**config.mk**
```make
export PLATFORM = sky130hd
export DESIGN_NAME = sse_seq
export DESIGN_NICKNAME = d
export VERILOG_FILES = /design/src/rtl/core/sse_pkg.sv /design/src/rtl/core/sse_seq.sv
export SDC_FILE = /design/constraint.sdc
export NUM_CORES = 1
export LEC_CHECK = 0
export BUFFER_PORTS_ARGS = -buffer_cell sky130_fd_sc_hd__buf_4
export CAP_MARGIN = 20
export CORE_MARGIN = 2
export CORE_UTILIZATION = 42
export CTS_CLUSTER_DIAMETER = 30
export CTS_CLUSTER_SIZE = 14
export DETAILED_ROUTE_END_ITERATION = 16
export GPL_TIMING_DRIVEN = 1
export MAX_ROUTING_LAYER = met4
export PLACE_DENSITY = 0.78
export REMOVE_ABC_BUFFERS = 1
export SLEW_MARGIN = 30
export SYNTH_ARGS = -nofsm -noshare
export SYNTH_HDL_FRONTEND = slang
export SYNTH_SLANG_ARGS = --single-unit
```
**constraint.sdc**
```tcl
create_clock -name clk -period 1.7 [get_ports clk]
set_input_delay 0.34 -clock clk [delete_from_list [all_inputs] [get_ports clk]]
set_output_delay 0.34 -clock clk [all_outputs]
set_load 0.02 [all_outputs]
```
**src/rtl/core/sse_pkg.sv**
```systemverilog
// Shared constants, types and arithmetic helpers for the state-space Euler step block.
package sse_pkg;

  localparam int MAX_ORDER = 8;
  localparam int IDX_W     = (MAX_ORDER > 1) ? $clog2(MAX_ORDER) : 1;
  localparam int CNT_W     = $clog2(MAX_ORDER + 1);
  localparam int BANK_W    = 2;
  localparam int CADDR_W   = BANK_W + IDX_W;
  localparam int CF_DEPTH  = 1 << CADDR_W;

  localparam int Q_W        = 32;
  localparam int DT_W       = 17;
  localparam int ORD_W      = 4;
  localparam int CIDX_W     = 3;
  localparam int CFG_IDX_W  = 1;
  localparam int CFG_DATA_W = 17;

  // Accumulators hold up to MAX_ORDER+1 products of 49 bits after the shift.
  localparam int ACC_W = 49 + CNT_W;
  localparam int DER_W = ACC_W + 1;

  localparam logic [CFG_IDX_W-1:0] CFG_TIME_STEP    = CFG_IDX_W'(0);
  localparam logic [CFG_IDX_W-1:0] CFG_ACTIVE_ORDER = CFG_IDX_W'(1);

  localparam logic [DT_W-1:0]  TIME_STEP_RESET    = DT_W'(655);
  localparam logic [ORD_W-1:0] ACTIVE_ORDER_RESET = ORD_W'(8);

  localparam logic REQ_LOAD   = 1'b0;
  localparam logic REQ_SAMPLE = 1'b1;

  localparam logic [BANK_W-1:0] BANK_A = 2'd0;
  localparam logic [BANK_W-1:0] BANK_B = 2'd1;
  localparam logic [BANK_W-1:0] BANK_C = 2'd2;
  localparam logic [BANK_W-1:0] BANK_D = 2'd3;

  localparam logic [Q_W-1:0] Q_MAX = 32'h7FFF_FFFF;
  localparam logic [Q_W-1:0] Q_MIN = 32'h8000_0000;

  // Control word that travels down the datapath pipeline with each issued step.
  typedef struct packed {
    logic             valid;
    logic             upd;
    logic             is_d;
    logic             last;
    logic             use_fb;
    logic [IDX_W-1:0] idx;
  } sse_stage_t;

  typedef struct packed {
    logic [Q_W-1:0] value;
    logic           clip;
  } sse_sat_t;

  function automatic sse_sat_t sat_q(input logic signed [DER_W-1:0] v);
    sse_sat_t            r;
    logic [DER_W-32:0]   hi_bits;
    hi_bits = v[DER_W-1:31];
    if ((&hi_bits) || !(|hi_bits)) begin
      r.value = v[Q_W-1:0];
      r.clip  = 1'b0;
    end else begin
      r.value = v[DER_W-1] ? Q_MIN : Q_MAX;
      r.clip  = 1'b1;
    end
    return r;
  endfunction

  function automatic logic [CNT_W-1:0] order_in_use(input logic [ORD_W-1:0] ord);
    logic [CNT_W-1:0] n;
    if (ord == '0) begin
      n = CNT_W'(1);
    end else if (int'(ord) > MAX_ORDER) begin
      n = CNT_W'(MAX_ORDER);
    end else begin
      n = CNT_W'(ord);
    end
    return n;
  endfunction

endpackage

```
**src/rtl/core/sse_seq.sv**
```systemverilog
// Sequencer: walks the state and coefficient memories for the sums and the update.
module sse_seq (
  input  logic                        clk,
  input  logic                        rst_n,
  input  logic                        start,
  input  logic [sse_pkg::CNT_W-1:0]   n_i,
  input  logic                        wb_done,
  input  logic                        out_free,
  output logic                        idle,
  output sse_pkg::sse_stage_t         issue,
  output logic [sse_pkg::IDX_W-1:0]   st_raddr_a,
  output logic [sse_pkg::IDX_W-1:0]   st_raddr_b,
  output logic [sse_pkg::CADDR_W-1:0] cf_raddr_a,
  output logic [sse_pkg::CADDR_W-1:0] cf_raddr_b,
  output logic                        load_out
);

  localparam int CNT_W = sse_pkg::CNT_W;
  localparam int IDX_W = sse_pkg::IDX_W;

  localparam logic [2:0] ST_IDLE  = 3'd0;
  localparam logic [2:0] ST_SUM   = 3'd1;
  localparam logic [2:0] ST_UPD   = 3'd2;
  localparam logic [2:0] ST_DRAIN = 3'd3;
  localparam logic [2:0] ST_DONE  = 3'd4;

  logic [2:0]       state_r, state_nxt;
  logic [CNT_W-1:0] cnt_r, cnt_nxt;
  logic [CNT_W-1:0] nm1, rev, inc;
  logic [IDX_W-1:0] idx;
  logic             is_d, is_fb;

  assign nm1   = n_i - CNT_W'(1);
  assign rev   = nm1 - cnt_r;
  assign inc   = cnt_r + CNT_W'(1);
  assign idx   = cnt_r[IDX_W-1:0];
  assign is_d  = (cnt_r == n_i);
  assign is_fb = (cnt_r == nm1);

  always_comb begin
    state_nxt  = state_r;
    cnt_nxt    = cnt_r;
    issue      = '0;
    st_raddr_a = '0;
    st_raddr_b = '0;
    cf_raddr_a = '0;
    cf_raddr_b = '0;
    load_out   = 1'b0;
    unique case (state_r)
      ST_IDLE: begin
        if (start) begin
          cnt_nxt   = '0;
          state_nxt = ST_SUM;
        end
      end
      // One step per state entry, then a final step that brings in d*u.
      ST_SUM: begin
        issue.valid = 1'b1;
        issue.is_d  = is_d;
        issue.last  = is_d;
        issue.idx   = idx;
        st_raddr_a  = is_d ? '0 : idx;
        cf_raddr_a  = is_d ? {sse_pkg::BANK_D, IDX_W'(0)} : {sse_pkg::BANK_C, idx};
        cf_raddr_b  = {sse_pkg::BANK_A, rev[IDX_W-1:0]};
        if (is_d) begin
          cnt_nxt   = '0;
          state_nxt = ST_UPD;
        end else begin
          cnt_nxt = inc;
        end
      end
      // Row i reads x[i] and x[i+1]; x[i] is written back only after both reads of it.
      ST_UPD: begin
        issue.valid  = 1'b1;
        issue.upd    = 1'b1;
        issue.use_fb = is_fb;
        issue.last   = is_fb;
        issue.idx    = idx;
        st_raddr_a   = idx;
        st_raddr_b   = is_fb ? '0 : inc[IDX_W-1:0];
        cf_raddr_a   = {sse_pkg::BANK_B, idx};
        if (is_fb) begin
          state_nxt = ST_DRAIN;
        end else begin
          cnt_nxt = inc;
        end
      end
      ST_DRAIN: begin
        if (wb_done) begin
          state_nxt = ST_DONE;
        end
      end
      ST_DONE: begin
        if (out_free) begin
          load_out  = 1'b1;
          state_nxt = ST_IDLE;
        end
      end
      default: begin
        state_nxt = ST_IDLE;
      end
    endcase
  end

  always_ff @(posedge clk) begin
    if (!rst_n) begin
      state_r <= ST_IDLE;
      cnt_r   <= '0;
    end else begin
      state_r <= state_nxt;
      cnt_r   <= cnt_nxt;
    end
  end

  assign idle = (state_r == ST_IDLE);

`ifndef SYNTHESIS
  a_start_idle: assert property (@(posedge clk) disable iff (!rst_n)
    start |-> state_r == ST_IDLE)
    else $error("sample started while the sequencer was busy");
  a_wb_drain: assert property (@(posedge clk) disable iff (!rst_n)
    wb_done |-> state_r == ST_DRAIN)
    else $error("last state write-back outside the drain phase");
  a_wb_done: assert property (@(posedge clk) disable iff (!rst_n)
    wb_done |=> state_r == ST_DONE)
    else $error("result stage not entered after the last write-back");
`endif

endmodule

```
==> impl_metrics.ini <==
[outcome]
outcome = complete, but fails checks
violations = setup timing

[die]
std_cell_rows = 16
io_pins = 35
die_x_um = 48.2
core_um2 = 1900
die-area_um2 = 2330
die_y_um = 48.2
start_util_pct = 43.2

[timing]
slew_viol_final = 0
rsz0062_at_grt = true
finClkSkew_ns = 0.00123
max_clock_freq_mhz = 495
finalCritPeriodShare_pct = 119
setup_viol = 27
fin_ws_ns = -0.320
tightest_slew_ns = 0.586
tns_ns = -4.49
fin_crit_ns = 2.02
finalHoldViolations = 0
slew_headroom_pct = 60.9

[min_path]
min_path_type = in -> reg
holdPathStages = 3

[clocking]
cts_tree = yes
cts_made_buffers = 3
clock_path_buffers = 2
cts_root_buf = clkbuf_4
cts_sinks = 7
clk_latency_ns = 0.26
cts_max_level = 1
clk_pin_slew_ns = 0.05

[detailed_routing]
routed_wl_um = 4380
first_pass_iters = 4
vias_per_cell = 5.77
antenna_left = 0
remaining_drc_errors = 0
drt_iter0_drc = 41
vias = 1084
wl_per_cell_um = 23.3

[setup_path]
crit_arrival_ns = 1.68
end_kind = primary output
start_kind = flip-flop
r2r_cells = 9
required_ns = 1.36
crit_type = reg -> out
critPathMaxFanout = 6

[grt]
grt_max_degree = 9
antenna_found_initial = 0
grt_pass1_vias = 962
grt_pass1_wl_um = 4860
grt_usage_pct = 32.3
grt-ovfl-total = 0

[synthesis]
synth_cell_types = 35
synthesis.instances = 102
ys_seq_elements = 7
ys_seq_area_share_pct = 17.0
synth_area_um2 = 822
synth_top_area_cell = dfxtp_1
synthesis.area_per_instance_um2 = 8.06
synth_top_cells_by_area = dfxtp_1 (17%), ha_1 (6.1%), mux2i_1 (6.1%)
yosys.area.top_type_share_pct = 17.0
yosys_warnings = 0

[power]
power_density_nw_per_um2 = 1370
vdd_drop_max_v = 0.00114
power.leakage_nw = 0.749
power_mw = 2.28

[finish]
n_antenna_cell = 0
fill_cells = 80
drive_gt1_share_pct = 72.7
mostFrequentLayoutCell = buf_4
layout_common_cells = buf_4 (35), buf_6 (26), nand2_1 (7), nor2_1 (6)
syn2layout_area_growth_pct = 102
layout.nets = 176

[placement]
io_buffers = 32
gp_congestion = 0.787
hpwlAfterDp_um = 1730

[run]
cap_violations = 0
per-layer routing:
metal  up-vias  share of wire (%)  global-route usage (%)
met4         0                7.1                    21.1
met5         -                  0                       -
met3        33                6.3                    5.93
met2        74                 49                    53.4
li1        447                  -                       -
met1       530                 38                    35.1
sequential cells by signal, indices dropped and copies added (netlist names):
name,flops
state_r,3
cnt_r,4
through the flow:
step / util (%) / setup WS (ns) / area (um2) / hold slack (ns) / cells
after floorplan: - / -0.488 / 762 / 0.476 / 94
final: 87.2 / -0.320 / 1660 / 0.362 / 188
after global routing: 87.2 / -0.362 / 1660 / 0.352 / 188
after detailed placement: 61.2 / -0.335 / 1160 / 0.610 / 170
after CTS: 78.6 / -0.200 / 1490 / 0.355 / 184
after global placement: 61.2 / -0.309 / 1160 / 0.601 / 170
cells in the mapped netlist (all sizes together):
cell    number
nor2        11
inv         10
nand2       10
buf          9
dfxtp        7
and2         5
mux2i        5
nor3         5
o21ai        5
xor2         5
ha           4
nand2b       4
a21oi        3
nand3        3
xnor2        2
a211oi       1
a221oi       1
conb         1
fa           1
nor2b        1
nor3b        1
nor4         1
nor4bb       1
o21bai       1
o32ai        1
or2          1
or3          1
or3b         1
xnor3        1
where the power goes:
part           switching, mW  internal [mW]
combinational          0.990          0.874
sequential            0.0485          0.209
clock                 0.0666         0.0899
total                   1.10           1.17
critical path, stage by stage (launching register included):
cell and delay (ns):
dfxtp_1 0.41, nor2_1 0.09, nand2_2 0.20, inv_1 0.17, nand2_2 0.12, inv_2 0.05
or2_1 0.23, buf_6 0.14
kinds of logic after synthesis:
family	synth area share [%]
other	0.456
multiplexers	6.09
adder cells (fa/ha/maj)	8.52
flip-flops	17.0
AND/OR/NAND/NOR	30.6
AO/OA/AOI/OAI	12.9
XOR/XNOR	12.0
buffers and inverters	12.3
what timing repair did:
| item | 4_1_cts | 5_1_grt |
|---|---|---|
| hold buffers | 0 | 0 |
| buffers inserted | 10 | 5 |
| pin swaps | 22 | 17 |
| setup endpoints to repair | 21 | 27 |
| gates resized for setup | 54 | 32 |
layout make-up:
class	instances	area, um2	share of cell area [%]
multi-input combinational	77	813	49.0
timing repair buffer	63	591	35.6
sequential	7	153	9.20
inverter	10	42.5	2.56
tap	27	33.8	2.04
clock buffer	4	26.3	1.58
worst paths after layout:
kind,slack [ns],from,end
setup / recovery,-0.32,state_r[2],issue[4]
hold / removal,0.36,rst_n,state_r[0]
setup reg to reg,-0.14,cnt_r[0],cnt_r[2]
hold reg to reg,0.67,cnt_r[3],cnt_r[3]
(Power assumes the default switching activity.)
