**config.mk**
```make
export PLATFORM = sky130hd
export DESIGN_NAME = sse_state_mem
export DESIGN_NICKNAME = d
export VERILOG_FILES = /design/src/rtl/core/sse_pkg.sv /design/src/rtl/core/sse_state_mem.sv
export SDC_FILE = /design/constraint.sdc
export NUM_CORES = 1
export LEC_CHECK = 0
export BUFFER_PORTS_ARGS = -buffer_cell sky130_fd_sc_hd__buf_2
export CORE_UTILIZATION = 55
export CTS_BUF_LIST = sky130_fd_sc_hd__clkbuf_4
export CTS_CLUSTER_DIAMETER = 150
export DETAILED_ROUTE_END_ITERATION = 6
export PLACE_DENSITY = 0.74
export SLEW_MARGIN = 20
export SYNTH_ARGS = -nofsm -noshare
export SYNTH_HDL_FRONTEND = slang
export SYNTH_SLANG_ARGS = --single-unit
```
**constraint.sdc**
```tcl
create_clock -name clk -period 6.1 [get_ports clk]
set_input_delay 0.305 -clock clk [delete_from_list [all_inputs] [get_ports clk]]
set_output_delay 0.305 -clock clk [all_outputs]
set_load 0.03 [all_outputs]
```
**src/rtl/core/sse_pkg.sv**
```systemverilog
// Shared constants, types and arithmetic helpers for the state-space Euler step block.
package sse_pkg;

  localparam int MAX_ORDER = 8;
  localparam int IDX_W     = (MAX_ORDER > 1) ? $clog2(MAX_ORDER) : 1;
  localparam int CNT_W     = $clog2(MAX_ORDER + 1);
  localparam int BANK_W    = 2;
  localparam int CADDR_W   = BANK_W + IDX_W;
  localparam int CF_DEPTH  = 1 << CADDR_W;

  localparam int Q_W        = 32;
  localparam int DT_W       = 17;
  localparam int ORD_W      = 4;
  localparam int CIDX_W     = 3;
  localparam int CFG_IDX_W  = 1;
  localparam int CFG_DATA_W = 17;

  // Accumulators hold up to MAX_ORDER+1 products of 49 bits after the shift.
  localparam int ACC_W = 49 + CNT_W;
  localparam int DER_W = ACC_W + 1;

  localparam logic [CFG_IDX_W-1:0] CFG_TIME_STEP    = CFG_IDX_W'(0);
  localparam logic [CFG_IDX_W-1:0] CFG_ACTIVE_ORDER = CFG_IDX_W'(1);

  localparam logic [DT_W-1:0]  TIME_STEP_RESET    = DT_W'(655);
  localparam logic [ORD_W-1:0] ACTIVE_ORDER_RESET = ORD_W'(8);

  localparam logic REQ_LOAD   = 1'b0;
  localparam logic REQ_SAMPLE = 1'b1;

  localparam logic [BANK_W-1:0] BANK_A = 2'd0;
  localparam logic [BANK_W-1:0] BANK_B = 2'd1;
  localparam logic [BANK_W-1:0] BANK_C = 2'd2;
  localparam logic [BANK_W-1:0] BANK_D = 2'd3;

  localparam logic [Q_W-1:0] Q_MAX = 32'h7FFF_FFFF;
  localparam logic [Q_W-1:0] Q_MIN = 32'h8000_0000;

  // Control word that travels down the datapath pipeline with each issued step.
  typedef struct packed {
    logic             valid;
    logic             upd;
    logic             is_d;
    logic             last;
    logic             use_fb;
    logic [IDX_W-1:0] idx;
  } sse_stage_t;

  typedef struct packed {
    logic [Q_W-1:0] value;
    logic           clip;
  } sse_sat_t;

  function automatic sse_sat_t sat_q(input logic signed [DER_W-1:0] v);
    sse_sat_t            r;
    logic [DER_W-32:0]   hi_bits;
    hi_bits = v[DER_W-1:31];
    if ((&hi_bits) || !(|hi_bits)) begin
      r.value = v[Q_W-1:0];
      r.clip  = 1'b0;
    end else begin
      r.value = v[DER_W-1] ? Q_MIN : Q_MAX;
      r.clip  = 1'b1;
    end
    return r;
  endfunction

  function automatic logic [CNT_W-1:0] order_in_use(input logic [ORD_W-1:0] ord);
    logic [CNT_W-1:0] n;
    if (ord == '0) begin
      n = CNT_W'(1);
    end else if (int'(ord) > MAX_ORDER) begin
      n = CNT_W'(MAX_ORDER);
    end else begin
      n = CNT_W'(ord);
    end
    return n;
  endfunction

endpackage

```
**src/rtl/core/sse_state_mem.sv**
```systemverilog
// State vector memory: one write port, two registered read ports, per-entry valid bits.
module sse_state_mem (
  input  logic                        clk,
  input  logic                        rst_n,
  input  logic                        we,
  input  logic [sse_pkg::IDX_W-1:0]   waddr,
  input  logic [sse_pkg::Q_W-1:0]     wdata,
  input  logic [sse_pkg::IDX_W-1:0]   raddr_a,
  input  logic [sse_pkg::IDX_W-1:0]   raddr_b,
  output logic [sse_pkg::Q_W-1:0]     rdata_a,
  output logic [sse_pkg::Q_W-1:0]     rdata_b
);

  logic [sse_pkg::Q_W-1:0]       mem [sse_pkg::MAX_ORDER];
  logic [sse_pkg::MAX_ORDER-1:0] vld_r;
  logic [sse_pkg::Q_W-1:0]       rd_a_r;
  logic [sse_pkg::Q_W-1:0]       rd_b_r;
  logic                          rvld_a_r;
  logic                          rvld_b_r;

  always_ff @(posedge clk) begin
    if (we) begin
      mem[waddr] <= wdata;
    end
    rd_a_r <= mem[raddr_a];
    rd_b_r <= mem[raddr_b];
  end

  // An entry never written since reset reads as zero.
  always_ff @(posedge clk) begin
    if (!rst_n) begin
      vld_r    <= '0;
      rvld_a_r <= 1'b0;
      rvld_b_r <= 1'b0;
    end else begin
      if (we) begin
        vld_r[waddr] <= 1'b1;
      end
      rvld_a_r <= vld_r[raddr_a];
      rvld_b_r <= vld_r[raddr_b];
    end
  end

  assign rdata_a = rvld_a_r ? rd_a_r : '0;
  assign rdata_b = rvld_b_r ? rd_b_r : '0;

endmodule

```
==> flow_metrics.env, run 1 <==
export IMPL_ir_drop_uv=216
export IMPL_synth_distinct_cells=20
export IMPL_synthSimpleGateAreaFrac=0.0340
export IMPL_yosysWarnings=0
export IMPL_final_cell_mix="edfxtp_1 (256), clkbuf_4 (137), mux4_2 (122)"
export IMPL_final_core_util=0.660
export IMPL_antenna_found_initial=1
export IMPL_grt_usage=0.235
export IMPL_num_vias=7279
export IMPL_final_common_cell="edfxtp_1"
export IMPL_drtIter0Drc=467
export IMPL_num_fill_cells=1708
export IMPL_crit_family="buffers and inverters"
export IMPL_io_buffers=107
export IMPL_cts_repair_resized=0
export IMPL_ios=108
export IMPL_timing_worst_setup_path_type="register to output port"
export IMPL_clk_path_buf_depth=3
export IMPL_start_util=0.562
export IMPL_worstReg2RegEnd="rd_a_r[0]"
export IMPL_numCtsBuffers=84
export IMPL_crit_slowest_cell="dfxtp_1"
export IMPL_cp_end_kind="output port"
export IMPL_ys_ff_latch=330
export IMPL_area_growth_pct=17.5
export IMPL_crit_buf_inv=2
export IMPL_cts_setup_buffers=0
export IMPL_hold_path_cell_count=3
export IMPL_synth_adder_area_share=0
export IMPL_ff_latch_area_um2=9170
export IMPL_grt_pass1_vias=8010
export IMPL_ctsHtreeMaxLevel=3
export IMPL_multi_input_area_um2=4330
export IMPL_final_nets=905
export IMPL_rows=57
export IMPL_whs_endpoint="rvld_a_r"
export IMPL_crit_arrival_ns=2.16
export IMPL_routabilityCongestion=0.725
export IMPL_power_mw=5.02
export IMPL_cts_sinks=330
export IMPL_slowest_delay_ns=0.61
export IMPL_tightestPinTransition_ns=1.06
export IMPL_worstSetupStartpoint="rvld_a_r"
export IMPL_dieArea_um2=25600
export IMPL_worstPathMaxFanout=22
export IMPL_critical_path_required_ns=5.79
export IMPL_worst_setup_path_start_kind="register"
export IMPL_fp_dieW_um=160
export IMPL_ant_nets=0
export IMPL_wire_per_inst_um=23.2
export IMPL_grt_ovfl_total=0
export IMPL_fin_crit_ns=2.47
export IMPL_setup_viol=0
export IMPL_yosysTopAreaCell="edfxtp_1"
export IMPL_syn_num_nets=708
export IMPL_finalSetupTns_ns=0
export IMPL_status="finished, final reports clean"
export IMPL_power_density_nw_per_um2=312
export IMPL_synth_top_family_by_area="multiplexers"
export IMPL_drive_gt1_frac=0.499
export IMPL_path_cells="buf_4, and2_1, buf_2"
export IMPL_yosysSeqAreaShare=0.669
export IMPL_netlist_area_um2=13700
export IMPL_clk_latency_ns=0.68
export IMPL_power_leakage_nw=5.76
export IMPL_rr_worst_depth=2
export IMPL_rrSetupSlack_ns=4.68
export IMPL_grt_pass1_wl_um=44300
export IMPL_routed_wl_um=29100
export IMPL_synth_compound_area_frac=0.00675
export IMPL_core_um2=24400
export IMPL_hold_start="raddr_a[0]"
export IMPL_hp_class="input pin to register"
export IMPL_slew_headroom=0.290
export IMPL_synthMuxAreaShare=0.271
export IMPL_die_y_um=160
export IMPL_postSynthAreaPerCell_um2=20.7
export IMPL_vias_per_cell=5.80
export IMPL_maxCapViolCount=0
export IMPL_synth_area_leaders="edfxtp_1 (56%), mux4_2 (20%), dfxtp_1 (11%)"
export IMPL_fin_skew_ns=0.0331
export IMPL_rsz0062_at_grt="no"
export IMPL_clkTransAtPathRegs_ns=0.05
export IMPL_timing_final_crit_share=0.404
export IMPL_grt_start_max_net_pins=68
export IMPL_drtPass1Iterations=5
export IMPL_synthCells=664
export IMPL_post_synth_xor_area_fraction=0
export IMPL_drc=0
export IMPL_hold_viol_final=0
export IMPL_fmax_mhz=405
export IMPL_maxSlewViolCount=0
export IMPL_cts_root_buf="clkbuf_4"
export IMPL_reg2reg_from="mem[2][0]"
export IMPL_hpwl_um=15200
export IMPL_cts_tree="done"
export IMPL_synth_top_cell_area_share=0.561
==> state kept, by name (all words and copies together) (netlist names) <==
register and count:
mem 256, rd_a_r 32, rd_b_r 32, rvld_a_r 1, rvld_b_r 1, vld_r 8
==> per-layer routing <==
metal  track usage  part of all wire  vias to the layer above
met5             0                 0                        -
met3        0.0512             0.053                       50
li1              -                 -                     3191
met4        0.0844             0.017                        0
met1         0.285              0.40                     3779
met2         0.416              0.53                      259
==> kinds of logic (layout without fill, tap and decap cells) <==
| kind of cell | count (synthesis) | count (layout) |
|---|---|---|
| compound gates | 12 | 12 |
| buf+inv | 45 | 311 |
| flops | 330 | 330 |
| mux | 198 | 198 |
| other cells | 0 | 1 |
| simple gates | 79 | 79 |
==> worst register-to-register path, cell delays in order, from the launching register on <==
cell and delay, ns:
edfxtp_1 0.42, mux4_4 0.62, mux2_2 0.28
==> cells in the mapped netlist <==
library cell  instances
mux4_4                2
buf_6                 9
nor3_1                2
edfxtp_1            256
mux4_2              122
buf_8                 1
clkbuf_1             19
dfxtp_1              74
inv_1                 2
nor2_1                8
mux2_2               66
nand2_1               2
o21a_1                8
nand2b_1              3
mux2i_1               2
buf_2                14
mux4_1                6
o31ai_1               2
a311oi_1              2
and2_1               64
==> power by group <==
| part | switching [mW] | internal [mW] |
|---|---|---|
| Clock | 0.857 | 1.19 |
| Combinational | 0.209 | 0.201 |
| Sequential | 0.0396 | 2.53 |
| Total | 1.11 | 3.92 |
==> worst max-delay path by stage <==
stage | cells after the start | endpoint
after detailed placement | 4 | rd_a_r[0]
after CTS | 3 | rdata_a[4]
after global placement | 4 | rd_a_r[1]
after global routing | 3 | rdata_a[3]
final | 3 | rdata_a[3]
after floorplan | 2 | mem[0][0]
==> stage by stage <==
| stage | hold slack [ns] | setup slack, ns | instance area [µm²] | cells |
|---|---|---|---|---|
| floorplan | 0.404 | 2.90 | 13700 | 664 |
| global placement | 0.457 | 3.37 | 14600 | 1066 |
| detailed placement | 0.474 | 3.35 | 14600 | 1066 |
| CTS | 0.320 | 3.55 | 16100 | 1254 |
| global route | 0.338 | 3.49 | 16100 | 1255 |
| finish | 0.344 | 3.63 | 16100 | 1255 |
==> timing repair <==
action,in CTS,in global routing
setup endpoints to repair,0,0
endpoints found under the hold margin,266,0
hold buffers,33,0
==> area by class of cell <==
type | count | share of cell area
flip-flops and latches | 330 | 0.569
multi-input cells | 289 | 0.269
inverters | 2 | 0.000466
well taps | 324 | 0.0252
repair buffers | 154 | 0.0609
clock buffers | 137 | 0.0638
diodes | 1 | 0.000155
clock inverters | 18 | 0.0113
Note: power is estimated with default switching activity, not from simulation.
==> run 2, diff against run 1 <==
- ABC_AREA: unset -> 1
- clock period: 6.1 -> 2.4 ns (I/O delays scaled with it)
==> flow_metrics.env, run 2 <==
export IMPL_timing_worst_setup_path_type="input pin to register"
export IMPL_grt_usage=0.261
export IMPL_rsz0062_at_grt="no"
export IMPL_yosysWarnings=0
export IMPL_combPwrFrac=0.103
export IMPL_die_y_um=169
export IMPL_ir_drop_uv=395
export IMPL_start_util=0.564
export IMPL_timing_final_crit_share=0.861
export IMPL_power_density_nw_per_um2=740
export IMPL_placed_cells=2012
export IMPL_ant_nets=0
export IMPL_io_buffers=107
export IMPL_cts_setup_buffers=0
export IMPL_largest_reg_flops=256
export IMPL_power_leakage_nw=8.06
export IMPL_power_internal_mw=9.76
export IMPL_netlist_area_um2=15300
export IMPL_hp_class="input pin to register"
export IMPL_drc=1
export IMPL_clkPwrFrac=0.396
export IMPL_finalSetupTns_ns=0
export IMPL_cts_repair_resized=0
export IMPL_status="complete, but fails checks"
export IMPL_clk_latency_ns=0.72
export IMPL_grt_start_max_net_pins=70
export IMPL_core_um2=27200
export IMPL_routabilityCongestion=0.797
export IMPL_tightestPinTransition_ns=0.913
export IMPL_final_common_cell="nand2_1"
export IMPL_final_cells=2214
export IMPL_antenna_found_initial=1
export IMPL_multi_input_area_um2=4560
export IMPL_worstPathMaxFanout=38
export IMPL_hold_buffers=46
export IMPL_p_sw_frac=0.249
export IMPL_async_flop_share=0
export IMPL_hpwl_um=20100
export IMPL_num_vias=11800
export IMPL_drive_gt1_frac=0.163
export IMPL_final_nets=1816
export IMPL_numCtsBuffers=84
export IMPL_setup_viol=0
export IMPL_fin_crit_ns=2.07
export IMPL_drtPass1Iterations=7
export IMPL_dieArea_um2=28600
export IMPL_drtIter0Drc=1102
export IMPL_fmax_mhz=484
export IMPL_worst_setup_path_start_kind="input pin"
export IMPL_critical_path_required_ns=3.07
export IMPL_final_cell_mix="nand2_1 (606), edfxtp_1 (256), inv_1 (216)"
export IMPL_slew_headroom=0.390
export IMPL_cts_root_buf="clkbuf_4"
export IMPL_power_frac_seq=0.501
export IMPL_grt_ovfl_total=0
export IMPL_rrSetupSlack_ns=0.95
export IMPL_ctsHtreeMaxLevel=3
export IMPL_ios=108
export IMPL_synth_edff_count=256
export IMPL_largest_register="mem"
export IMPL_postSynthAreaPerCell_um2=9.54
export IMPL_vias_per_cell=5.32
export IMPL_yosysTopAreaCell="edfxtp_1"
export IMPL_ff_latch_area_um2=9170
export IMPL_area_growth_pct=14.4
export IMPL_maxSlewViolCount=0
export IMPL_syn_num_nets=1652
export IMPL_clk_path_buf_depth=3
export IMPL_cts_sinks=330
export IMPL_cts_tree="done"
export IMPL_grt_pass1_wl_um=57700
export IMPL_rows=60
export IMPL_synth_area_leaders="edfxtp_1 (50%), nand2_1 (15%), dfxtp_1 (9.7%)"
export IMPL_crit_arrival_ns=2.74
export IMPL_synthCells=1608
export IMPL_synth_ff_type="edfxtp_1"
export IMPL_violations="DRC"
export IMPL_routed_wl_um=36400
export IMPL_wire_per_inst_um=16.5
export IMPL_power_switching_mw=3.23
export IMPL_fp_dieW_um=169
export IMPL_synth_common_cells="nand2_1 (606), edfxtp_1 (256), inv_1 (216)"
export IMPL_clkTransAtPathRegs_ns=0.07
export IMPL_maxCapViolCount=0
export IMPL_synth_most_common_cell="nand2_1"
export IMPL_synth_distinct_cells=18
export IMPL_cp_end_kind="register"
export IMPL_synth_top_cell_area_share=0.501
export IMPL_fin_skew_ns=0.0386
export IMPL_grt_pass1_vias=11300
export IMPL_reg_largest_list="mem (256), rd_a_r (32), rd_b_r (32)"
export IMPL_hold_viol_final=0
export IMPL_num_fill_cells=2210
export IMPL_yosysSeqAreaShare=0.598
export IMPL_ys_ff_latch=330
run 2: power by group through the flow:
| stage | logic (mW) | clock network (mW) | registers (mW) |
|---|---|---|---|
| 2_1_floorplan | 0.930 | 0 | 6.61 |
| 3_3_place_gp | 1.24 | 0 | 6.63 |
| 3_5_place_dp | 1.27 | 0 | 6.63 |
| 4_1_cts | 1.33 | 5.22 | 6.51 |
| 5_1_grt | 1.48 | 5.54 | 6.53 |
| 6_report | 1.34 | 5.14 | 6.51 |
run 2: path summary, 6_finish.rpt:
kind	from	endpoint	depth (start not counted)
worst max register to register	mem[5][16]	rd_a_r[16]	7
worst min register to register	vld_r[4]	vld_r[4]	2
worst max-delay path	raddr_a[1]	rd_a_r[16]	8
worst min-delay path	raddr_a[0]	rd_a_r[12]	6
run 2: final cells by class:
type,instances,share of cell area
clock inverters,17,0.00820
inverters,219,0.0468
well taps,372,0.0265
diodes,1,0.000143
repair buffers,184,0.0767
clock buffers,138,0.0590
flip-flops and latches,330,0.523
multi-input cells,953,0.260
run 2: logic make-up after synthesis:
family                 Yosys count  synth area share
buffers and inverters          325             0.105
and+or+nand+nor                626             0.154
DFF                            330             0.598
AOI/OAI and AO/OA              327             0.143
run 2: critical path, stage by stage:
cell           delay, ns
dlygate4sd3_1       0.54
buf_4               0.29
inv_2               0.74
o211ai_1            0.20
nand2_1             0.10
nand2_1             0.05
dlygate4sd3_1       0.59
nand2_1             0.07
run 2: through the flow:
stage	hold WS (ns)	instance area (µm²)	setup slack (ns)	total power, mW	util
after global placement	0.383	15900	0.837	7.86	0.585
after floorplan	0.219	15300	0.401	7.54	-
after global routing	0.0797	17500	0.333	13.6	0.646
final	0.0630	17500	0.333	13.0	0.646
after detailed placement	0.388	15900	0.716	7.90	0.585
after CTS	0.00736	17500	0.448	13.1	0.646
run 2: per-layer routing:
| metal | wire, µm | track usage | up-vias | share of wire |
|---|---|---|---|---|
| li1 | - | - | 5741 | - |
| met1 | 15500 | 0.338 | 5478 | 0.42 |
| met2 | 17700 | 0.435 | 473 | 0.49 |
| met3 | 2400 | 0.0491 | 82 | 0.066 |
| met4 | 827 | 0.101 | 0 | 0.023 |
| met5 | 0 | 0 | - | 0 |
==> run 3, diff against run 2 <==
- BUFFER_PORTS_ARGS: -buffer_cell sky130_fd_sc_hd__buf_2 -> -buffer_cell sky130_fd_sc_hd__buf_4
- GPL_TIMING_DRIVEN: unset -> 0
- clock period: 2.4 -> 2.1 ns (I/O delays scaled with it)
==> flow_metrics.env, run 3 (synthesis results as in run 2) <==
export IMPL_fin_crit_ns=2.01
export IMPL_tightestPinTransition_ns=0.820
export IMPL_cp_endpoint="rdata_b[10]"
export IMPL_dieArea_um2=28600
export IMPL_numCtsBuffers=87
export IMPL_power_leakage_nw=8.43
export IMPL_worstReg2RegEnd="rvld_a_r"
export IMPL_fin_skew_ns=0.0250
export IMPL_clkTransAtPathRegs_ns=0.06
export IMPL_drtPass1Iterations=6
export IMPL_multi_input_area_um2=4560
export IMPL_ff_latch_area_um2=9170
export IMPL_antenna_found_initial=1
export IMPL_largest_reg_flops=256
export IMPL_num_vias=13100
export IMPL_grt_usage=0.322
export IMPL_fmax_mhz=496
export IMPL_hold_viol_final=0
export IMPL_area_growth_pct=20.2
export IMPL_core_um2=27200
export IMPL_ir_drop_uv=574
export IMPL_maxCapViolCount=0
export IMPL_ant_nets=0
export IMPL_timing_final_crit_share=0.959
export IMPL_power_density_nw_per_um2=814
export IMPL_timing_worst_setup_path_type="register to output port"
export IMPL_clk_path_buf_depth=3
export IMPL_setup_viol=0
export IMPL_grt_pass1_wl_um=68500
export IMPL_fp_dieW_um=169
export IMPL_cp_end_kind="output port"
export IMPL_critical_path_required_ns=2.00
export IMPL_rr_worst_depth=8
export IMPL_grt_pass1_vias=12700
export IMPL_final_cell_mix="nand2_1 (606), edfxtp_1 (256), inv_1 (209)"
export IMPL_worstPathMaxFanout=10
export IMPL_routed_wl_um=45800
export IMPL_final_core_util=0.678
export IMPL_worstSetupStartpoint="rvld_b_r"
export IMPL_drive_gt1_frac=0.194
export IMPL_cts_setup_buffers=0
export IMPL_clk_latency_ns=0.72
export IMPL_final_common_cell="nand2_1"
export IMPL_wire_per_inst_um=19.9
export IMPL_hpwl_um=29800
export IMPL_drc=0
export IMPL_vias_per_cell=5.70
export IMPL_reg2reg_from="vld_r[5]"
export IMPL_cts_sinks=330
export IMPL_grt_start_max_net_pins=22
export IMPL_maxSlewViolCount=0
export IMPL_hp_class="input pin to register"
export IMPL_die_y_um=169
export IMPL_rows=60
export IMPL_rrSetupSlack_ns=0.15
export IMPL_drtIter0Drc=1839
export IMPL_routabilityCongestion=0.902
export IMPL_start_util=0.564
export IMPL_num_fill_cells=2103
export IMPL_largest_register="mem"
export IMPL_final_nets=1900
export IMPL_cts_tree="done"
export IMPL_cts_root_buf="clkbuf_4"
export IMPL_reg_largest_list="mem (256), rd_a_r (32), rd_b_r (32)"
export IMPL_ctsHtreeMaxLevel=3
export IMPL_whs_ns=0.119
export IMPL_crit_arrival_ns=1.91
export IMPL_worst_setup_path_start_kind="register"
export IMPL_rsz0062_at_grt="no"
export IMPL_slew_headroom=0.454
export IMPL_io_buffers=101
export IMPL_status="finished, final reports clean"
export IMPL_grt_ovfl_total=0
export IMPL_hold_path_cell_count=7
export IMPL_ios=108
run 3: cell types whose count changed in the layout (fill, tap and decap cells not counted), sizes merged, moves of 3 or more:
cell and delta:
buf +62, clkbuf +18, dlygate4sd3 +4, inv +4, bufinv -3, clkinv +3
run 3: worst min path at each step:
stage,end,startpoint,slack [ns]
after floorplan,mem[0][0],wdata[0],0.20
after global placement,mem[3][31],wdata[31],0.34
after detailed placement,mem[1][31],wdata[31],0.34
after CTS,rd_b_r[26],raddr_b[0],0.07
after global routing,rd_b_r[26],raddr_b[0],0.12
final,rd_b_r[31],raddr_b[0],0.12
run 3: repair_timing:
item | CTS | global route
endpoints found under the setup margin | 60 | 11
hold endpoints to repair | 285 | 0
hold buffers | 50 | 0
resized for setup | 6 | 5
run 3: per-stage QoR:
stage | cells | setup WS (ns) | power (mW) | instance area [µm²] | setup TNS (ns)
6_report | 2304 | 0.0855 | 15.0 | 18400 | 0
4_1_cts | 2303 | 0.0527 | 15.0 | 18400 | 0
2_1_floorplan | 1608 | 0.116 | 8.62 | 15300 | 0
5_1_grt | 2304 | 0.00382 | 15.5 | 18400 | 0
3_5_place_dp | 2089 | 0.530 | 9.30 | 16800 | 0
3_3_place_gp | 2081 | -1.30 | 9.23 | 16600 | -54.31
run 3: area by class of cell:
| cell class | count | area share |
|---|---|---|
| Timing Repair Buffer | 159 | 0.0790 |
| Tap cell | 372 | 0.0253 |
| Sequential cell | 330 | 0.497 |
| Multi-Input combinational cell | 953 | 0.247 |
| Clock inverter | 23 | 0.00523 |
| Inverter | 219 | 0.0446 |
| Antenna cell | 1 | 0.000136 |
| Buffer | 106 | 0.0434 |
| Clock buffer | 141 | 0.0574 |
run 3: power by group:
| group | total, mW | internal, mW | leakage [nW] | switching (mW) |
|---|---|---|---|---|
| Sequential | 7.44 | 7.34 | 2.95 | 0.0975 |
| Clock | 5.71 | 3.05 | 0.700 | 2.66 |
| Combinational | 1.85 | 0.635 | 4.78 | 1.22 |
run 3: critical path, cell delays in order, from the launching register on:
cell and delay, ns:
dfxtp_1 0.48, clkbuf_2 0.34, nand2_1 0.15, inv_1 0.08, buf_4 0.15
run 3: per-layer routing:
metal | track usage | part of all wire | vias to the layer above
met5 | 0 | 0 | -
met4 | 0.164 | 0.040 | 0
met3 | 0.0608 | 0.11 | 163
met2 | 0.532 | 0.47 | 903
met1 | 0.407 | 0.38 | 6161
li1 | - | - | 5908
